`src/design/fird3_pkg.sv`:
```
// -----------------------------------------------------------------------------
// fird3_pkg
// Widths, coefficients and types shared by the decimating filter modules.
// -----------------------------------------------------------------------------
`default_nettype none

package fird3_pkg;

    localparam int SmpW      = 16;
    localparam int NumTaps   = 13;
    localparam int HistDepth = NumTaps - 1;
    localparam int CenterTap = (NumTaps - 1) / 2;
    localparam int FracBits  = 15;
    localparam int AccW      = 32;
    localparam int QuotW     = AccW - FracBits;

    // Q1.15 low-pass coefficients, symmetric about the center tap.
    localparam logic signed [SmpW-1:0] Coef [NumTaps] = '{
        -16'sd387, -16'sd829, -16'sd423, 16'sd1878, 16'sd5751, 16'sd8674, 16'sd9981,
        16'sd8674, 16'sd5751, 16'sd1878, -16'sd423, -16'sd829, -16'sd387
    };

    localparam logic signed [QuotW-1:0] SatMax = QuotW'(32767);
    localparam logic signed [QuotW-1:0] SatMin = -QuotW'(32768);

    typedef logic [SmpW-1:0] t_smp;
    typedef logic [NumTaps-1:0][SmpW-1:0] t_taps;

endpackage

`default_nettype wire

```
`src/design/fird3_mac.sv`:
```
// -----------------------------------------------------------------------------
// fird3_mac
// One output of the 13-tap symmetric filter: pre-add, multiply, sum, round
// toward zero and saturate to 16 bits.
// -----------------------------------------------------------------------------
`default_nettype none

module fird3_mac (
    input  wire fird3_pkg::t_taps i_taps,
    output fird3_pkg::t_smp       o_result
);

    always_comb begin
        logic signed [fird3_pkg::SmpW:0]       pre;
        logic signed [fird3_pkg::AccW-1:0]     prod;
        logic signed [fird3_pkg::AccW-1:0]     acc;
        logic signed [fird3_pkg::QuotW-1:0]    quot;
        acc = '0;
        // Mirrored taps share a coefficient, so add the samples first.
        for (int t = 0; t < fird3_pkg::CenterTap; t++) begin
            pre  = $signed({i_taps[t][fird3_pkg::SmpW-1], i_taps[t]})
                 + $signed({i_taps[fird3_pkg::NumTaps-1-t][fird3_pkg::SmpW-1],
                            i_taps[fird3_pkg::NumTaps-1-t]});
            prod = $signed({{(fird3_pkg::AccW-fird3_pkg::SmpW-1){pre[fird3_pkg::SmpW]}}, pre})
                 * $signed({{(fird3_pkg::AccW-fird3_pkg::SmpW){fird3_pkg::Coef[t][fird3_pkg::SmpW-1]}},
                            fird3_pkg::Coef[t]});
            acc  = acc + prod;
        end
        prod = $signed({{(fird3_pkg::AccW-fird3_pkg::SmpW){
                          i_taps[fird3_pkg::CenterTap][fird3_pkg::SmpW-1]}},
                        i_taps[fird3_pkg::CenterTap]})
             * $signed({{(fird3_pkg::AccW-fird3_pkg::SmpW){
                          fird3_pkg::Coef[fird3_pkg::CenterTap][fird3_pkg::SmpW-1]}},
                        fird3_pkg::Coef[fird3_pkg::CenterTap]});
        acc  = acc + prod;

        // The shift floors; a negative sum with a nonzero fraction steps back up.
        quot = acc[fird3_pkg::AccW-1:fird3_pkg::FracBits];
        if (acc[fird3_pkg::AccW-1] && (acc[fird3_pkg::FracBits-1:0] != '0)) begin
            quot = quot + fird3_pkg::QuotW'(1);
        end

        if (quot > fird3_pkg::SatMax) begin
            o_result = fird3_pkg::SatMax[fird3_pkg::SmpW-1:0];
        end else if (quot < fird3_pkg::SatMin) begin
            o_result = fird3_pkg::SatMin[fird3_pkg::SmpW-1:0];
        end else begin
            o_result = quot[fird3_pkg::SmpW-1:0];
        end
    end

endmodule

`default_nettype wire

```
`config.mk`:
```
export PLATFORM = sky130hd
export DESIGN_NAME = fird3_mac
export DESIGN_NICKNAME = d
export VERILOG_FILES = /design/src/design/fird3_pkg.sv /design/src/design/fird3_mac.sv
export SDC_FILE = /design/constraint.sdc
export NUM_CORES = 2
export LEC_CHECK = 0
export ABC_AREA = 1
export BUFFER_PORTS_ARGS = -buffer_cell sky130_fd_sc_hd__buf_2
export CORE_UTILIZATION = 50
export DETAILED_ROUTE_END_ITERATION = 8
export GPL_TIMING_DRIVEN = 1
export PLACE_DENSITY = 0.77
export SLEW_MARGIN = 20
export SYNTH_ARGS = -nofsm -noshare
export SYNTH_HDL_FRONTEND = slang
export SYNTH_SLANG_ARGS = --single-unit
```
`constraint.sdc`:
```
create_clock -name vclk -period 12.2
set_input_delay 0.61 -clock vclk [all_inputs]
set_output_delay 0.61 -clock vclk [all_outputs]
set_load 0.01 [all_outputs]
```
### Yosys cells after proc, flatten, opt, wreduce, memory -nomap -nowiden

Index checks and enable logic that the tools add are counted.

| storage, ports and cells | value |
|---|---|
| flip-flop bits (word level) | 0 |
| input port bits | 208 |
| output and inout bits | 16 |

| cells by class | value |
|---|---|
| $add $sub $neg | 13 |
| multipliers | 7 |
| order comparisons | 2 |
| muxes and demuxes | 3 |
| reductions and logical operators | 2 |

Operators with widths:

| operator | number |
|---|---|
| 16-bit by 16-bit adder with 17-bit output | 6 |
| 17-bit by 14-bit multiplier with 31-bit output (second input constant) | 2 |
| 17-bit by 11-bit multiplier with 28-bit output (second input constant) | 2 |
| 17-bit by 10-bit multiplier with 27-bit output (second input constant) | 2 |
| 31-bit by 31-bit adder with 32-bit output | 1 |
| 32-bit by 31-bit adder with 32-bit output | 1 |
| 32-bit adder | 1 |
| 16-bit 2-to-1 mux | 2 |
| 30-bit by 29-bit adder with 31-bit output | 1 |
| 16-bit by 15-bit multiplier with 31-bit output (second input constant) | 1 |
| 29-bit by 27-bit adder with 30-bit output | 1 |
| 27-bit by 28-bit adder with 29-bit output | 1 |
| 17-bit by 2-bit adder with 17-bit output (second input constant) | 1 |
| 17-bit by 16-bit > comparator with 1-bit output (second input constant) | 1 |
| 17-bit by 16-bit less-than comparator with 1-bit output (second input constant) | 1 |
| 17-bit 2-to-1 mux | 1 |
| 15-bit nonzero test | 1 |
| 1-bit logical AND | 1 |

### Depth between registers and ports, before layout

| depth | value |
|---|---|
| depth in word-level cells | 14 |
| gate-level depth with buffers | 71 |
| mapped depth without buffers | 70 |

### Least setup slack after synthesis

Ideal clock, no wire load.

| path | value |
|---|---|
| path kind | in2out |
| start | input port i_taps[85] (netlist bit) |
| end | output port o_result[10] |
| arrival time | 12,560 ps |
| data required time | 11,590 ps |
| setup slack | -970 ps |
| stages | 62 |
| cell sequence | ha_1 -> buf_6 -> nand2_1 -> inv_1 -> a21oi_1 -> nand2_1 -> a21oi_1 -> o21ai_0 -> xor2_1 -> xnor2_1 -> inv_1 -> ha_1 -> a21o_1 -> ha_1 -> ha_1 -> fa_1 -> fa_1 -> inv_1 -> [... 26 more ...] -> fa_1 -> ha_1 -> a21oi_1 -> o21ai_0 -> a211oi_1 -> nand2_1 -> nand2_1 -> nand2_1 -> nor2_1 -> nand2_1 -> nor2_1 -> nand3_1 -> nand2_1 -> nand3_2 -> nand2_1 -> nand2_2 -> buf_6 -> nand2_1 |

| on the way | value |
|---|---|
| cells in the longest elaborated chain, start to end | 10 |
| elaborated cells on any way between the ends | 12 |

RTL lines:

| item | RTL line | RTL |
|---|---|---|
| start: declaration | fird3_mac.sv:9 | `input wire fird3_pkg::t_taps i_taps,` |
| 16-bit by 16-bit adder with 17-bit output * | fird3_mac.sv:22 | `+ $signed({i_taps[fird3_pkg::NumTaps-1-t][fird3_pkg::SmpW-1],` |
| 17-bit by 14-bit multiplier with 31-bit output * | fird3_mac.sv:25 | `* $signed({{(fird3_pkg::AccW-fird3_pkg::SmpW){fird3_pkg::Coef[t][fird3_pkg::SmpW-1]}},` |
| 32-bit adder * | fird3_mac.sv:27 | `acc = acc + prod;` |
| 32-bit by 31-bit adder with 32-bit output * | fird3_mac.sv:35 | `acc = acc + prod;` |
| parallel branches: the longest is 2 deep, another holds 17-bit by 2-bit adder with 17-bit output | - |  |
| 17-bit 2-to-1 mux * | fird3_mac.sv:39 | `if (acc[fird3_pkg::AccW-1] && (acc[fird3_pkg::FracBits-1:0] != '0)) begin` |
| 17-bit by 16-bit less-than comparator with 1-bit output | fird3_mac.sv:45 | `end else if (quot < fird3_pkg::SatMin) begin` |
| 16-bit 2-to-1 mux | fird3_mac.sv:45 |  |
| 16-bit 2-to-1 mux * | fird3_mac.sv:43 | `if (quot > fird3_pkg::SatMax) begin` |
| end: declaration | fird3_mac.sv:10 | `output fird3_pkg::t_smp o_result` |

Mark *: on every way between the ends.

### Worst setup path in the final report

| path | value |
|---|---|
| start | input port i_taps[112] (netlist bit) |
| end | output port o_result[8] |

Same word-level chain as after synthesis.

==> run summary <==
=====================================================================================================
Mux share of post-synthesis cell area ..................................................            0
Seq. cell area .........................................................................       0 um^2
Total GRT Usage ........................................................................       0.2648
Most common cell in the synthesized netlist ............................................        inv_1
Count of cell types in the netlist .....................................................           53
Final count of pins violating max slew .................................................            0
Fraction of layout instances using a drive strength above 1 ............................       0.2380
Maximum net fanout on the critical path ................................................            7
Synthesized netlist cell count .........................................................         3997
MaxCap Viol Count ......................................................................            0
Chip Height ............................................................................     272.3 um
Layout filler cell count ...............................................................         5527
Leading cell types by count after synthesis ............................................ inv_1 (1331), fa_1 (819), ha_1 (690)
Dpl hpwl ...............................................................................     86550 um
Total of buffers placed on input and output ports ......................................          224
Iteration count of the initial detailed-routing pass ...................................            7
Post-layout nets .......................................................................         6396
Largest incremental delay on the critical path .........................................      0.56 ns
RePlAce Congestion .....................................................................        1.004
Clock tree buffer count of the final layout ............................................            0
Die Span X .............................................................................     272.3 um
Simple-gate share of the synthesized area ..............................................      0.07372
Post-route fraction of the period consumed by the critical path ........................        1.095
Uppermost routed layer .................................................................         met5
Yosys warning count ....................................................................            0
Post-synthesis area per instance .......................................................   9.142 um^2
Cell Rows ..............................................................................           98
Number of global-route vias before repair ..............................................        31655
Total via count after detailed routing .................................................        28431
Type of destination of the critical path ...............................................   output pin
RSZ-0062 raised after global routing ...................................................          yes
Final Hold Viols .......................................................................            0
Post-Synthesis Net Count ...............................................................         5714
Type of origin of the critical path .................................................... primary input
Achievable clock frequency .............................................................    74.84 MHz
Die outline area ....................................................................... 0.07417 mm^2
GRT overflow ...........................................................................            0
Transition time of the tightest slew-check pin .........................................    0.8538 ns
Class of the tightest hold or removal check ............................................       in2out
Post-detailed-route wirelength per cell ................................................     17.13 um
Netlist area before placement .......................................................... 0.03654 mm^2
Part of the Yosys area used for sequential elements ....................................            0
Post-DR vias/cell ......................................................................        5.052
Worst-path cell with the longest stage delay ...........................................         fa_1
Area share of the largest cell type after synthesis ....................................       0.4487
Worst EP arrival .......................................................................     12.75 ns
Relative area change from synthesis to final layout ....................................       23.12%
Complex-gate fraction of the synthesized area ..........................................      0.05068
Met2 wire length .......................................................................     48960 um
Std-Cell Core Area ..................................................................... 0.07185 mm^2
Final Critical Period ..................................................................     13.36 ns
Initial antenna violation count ........................................................            9
Initial Util ...........................................................................       0.5085
Number of placed I/O pins ..............................................................          224
Post-synthesis share of cell area spent on full adders, half adders and majority gates .       0.6850
Critical Setup Path Class ..............................................................       in2out
First-pass GRT wire length .............................................................    156200 um
Required arrival time at the worst endpoint ............................................     11.59 ns
Failing checks ......................................................................... negative setup slack
Met1 layer wirelength in the final routing .............................................     38280 um
Most Frequent Cell on Critical Path ....................................................         fa_1
Routed Wire Length .....................................................................     96420 um
Antenna Violating Nets Remaining .......................................................            0
Cell type with the highest aggregate area in the netlist ...............................         fa_1
WL met3 ................................................................................      4895 um
Synth top area cells ................................................................... fa_1 (45%), ha_1 (24%), inv_1 (14%), xor2_1 (3.6%), nand2_1 (3.5%)
Total DRC errors in the routed layout ..................................................            0
Status ................................................................................. finished with violations
Maximum number of pins on one net before global-route repair ...........................           29
Dominant combinational cell family by area after synthesis .............................  adder cells
Total number of sequential cells .......................................................            0
Max-Slew Margin vs Limit ...............................................................       0.4289
Aggregate negative setup slack .........................................................    -18.17 ns
Iteration-0 DRC Markers ................................................................         1263
Worst setup margin .....................................................................    -1.162 ns
XOR/XNOR Fraction of Synth Area ........................................................      0.05116
Final Setup Violations .................................................................           16
=====================================================================================================
==> routing by layer <==
layer,global-route usage,up-vias
met4,0.08368,14
met2,0.4855,771
met1,0.3245,14142
li1,-,13248
met3,0.02733,256
met5,0,-
==> stage by stage <==
| stage | cell area [um^2] | cells | utilization | hold slack (ns) | setup slack, ns |
|---|---|---|---|---|---|
| 6_report | 44990 | 5628 | 0.6261 | 2.957 | -1.162 |
| 5_1_grt | 44990 | 5627 | 0.6261 | 3.040 | -1.729 |
| 4_1_cts | 43660 | 5600 | 0.6076 | 2.960 | -0.9675 |
| 3_5_place_dp | 42370 | 5562 | 0.5897 | 2.983 | -1.529 |
| 3_3_place_gp | 42370 | 5562 | 0.5897 | 2.960 | -1.302 |
| 2_1_floorplan | 37130 | 3997 | - | 2.044 | -0.4433 |
==> logic make-up after synthesis <==
kind of cell,Yosys count
AOI/OAI and AO/OA,318
xor gates and xnor gates,210
adders and majority gates,1509
buffers and inverters,1348
and+or+nand+nor,612
==> layout by cell type, fill, tap and decap left out, types with 9 or more instances in the layout <==
master | Yosys | routed
fa_2 | 0 | 21
nor3_1 | 25 | 17
nand2_1 | 342 | 283
a21o_1 | 15 | 15
ha_1 | 690 | 603
a21oi_4 | 0 | 11
inv_1 | 1331 | 1293
xnor2_1 | 54 | 44
ha_4 | 0 | 84
nor2_1 | 90 | 69
o21ai_2 | 2 | 10
nand3_2 | 4 | 18
fa_1 | 819 | 798
inv_2 | 7 | 44
nor2_2 | 2 | 17
o21ai_1 | 5 | 16
o21ai_0 | 62 | 39
nand4_1 | 17 | 17
nand3_1 | 93 | 75
nand2_4 | 4 | 27
a21oi_1 | 160 | 114
a21oi_2 | 6 | 41
o21bai_1 | 29 | 25
xor2_1 | 152 | 127
buf_2 | 2 | 216
buf_6 | 4 | 15
xor2_4 | 0 | 9
xor2_2 | 2 | 18
xnor2_2 | 2 | 9
buf_4 | 1 | 451
nand2_2 | 13 | 47
==> path summary, 6_finish.rpt <==
kind,depth (start not counted),from,to,slack (ns)
setup / recovery,66,i_taps[112],o_result[8],-1.16
hold / removal,18,i_taps[143],o_result[15],2.96
==> timing repair <==
action | in CTS | in global routing
setup endpoints to repair | 16 | 16
hold endpoints to repair | 0 | 0
gates cloned | 2 | 1
hold buffers | 0 | 0
gates resized for setup | 178 | 223
setup buffers | 36 | 27
pin swaps | 152 | 173
==> final cells by class <==
type                       count  area (um^2)  area share
inverter                    1339         5029      0.1118
tap                          950         1189     0.02642
multi-input combinational   2651        34040      0.7567
antenna                        1        2.502  0.00005562
timing repair buffer         687         4726      0.1050
==> worst max-delay path: cells and delay by family <==
kind                     cells  cell delay (ns)
AO/OA/AOI/OAI                3             0.43
buffers and inverters       12             0.91
AND/OR/NAND/NOR             26             2.48
XOR/XNOR                     7             1.41
adder cells (fa/ha/maj)     18             6.88
Power is not shown: default switching activity piles up to over one toggle a cycle in this logic, so the estimate is an artifact.
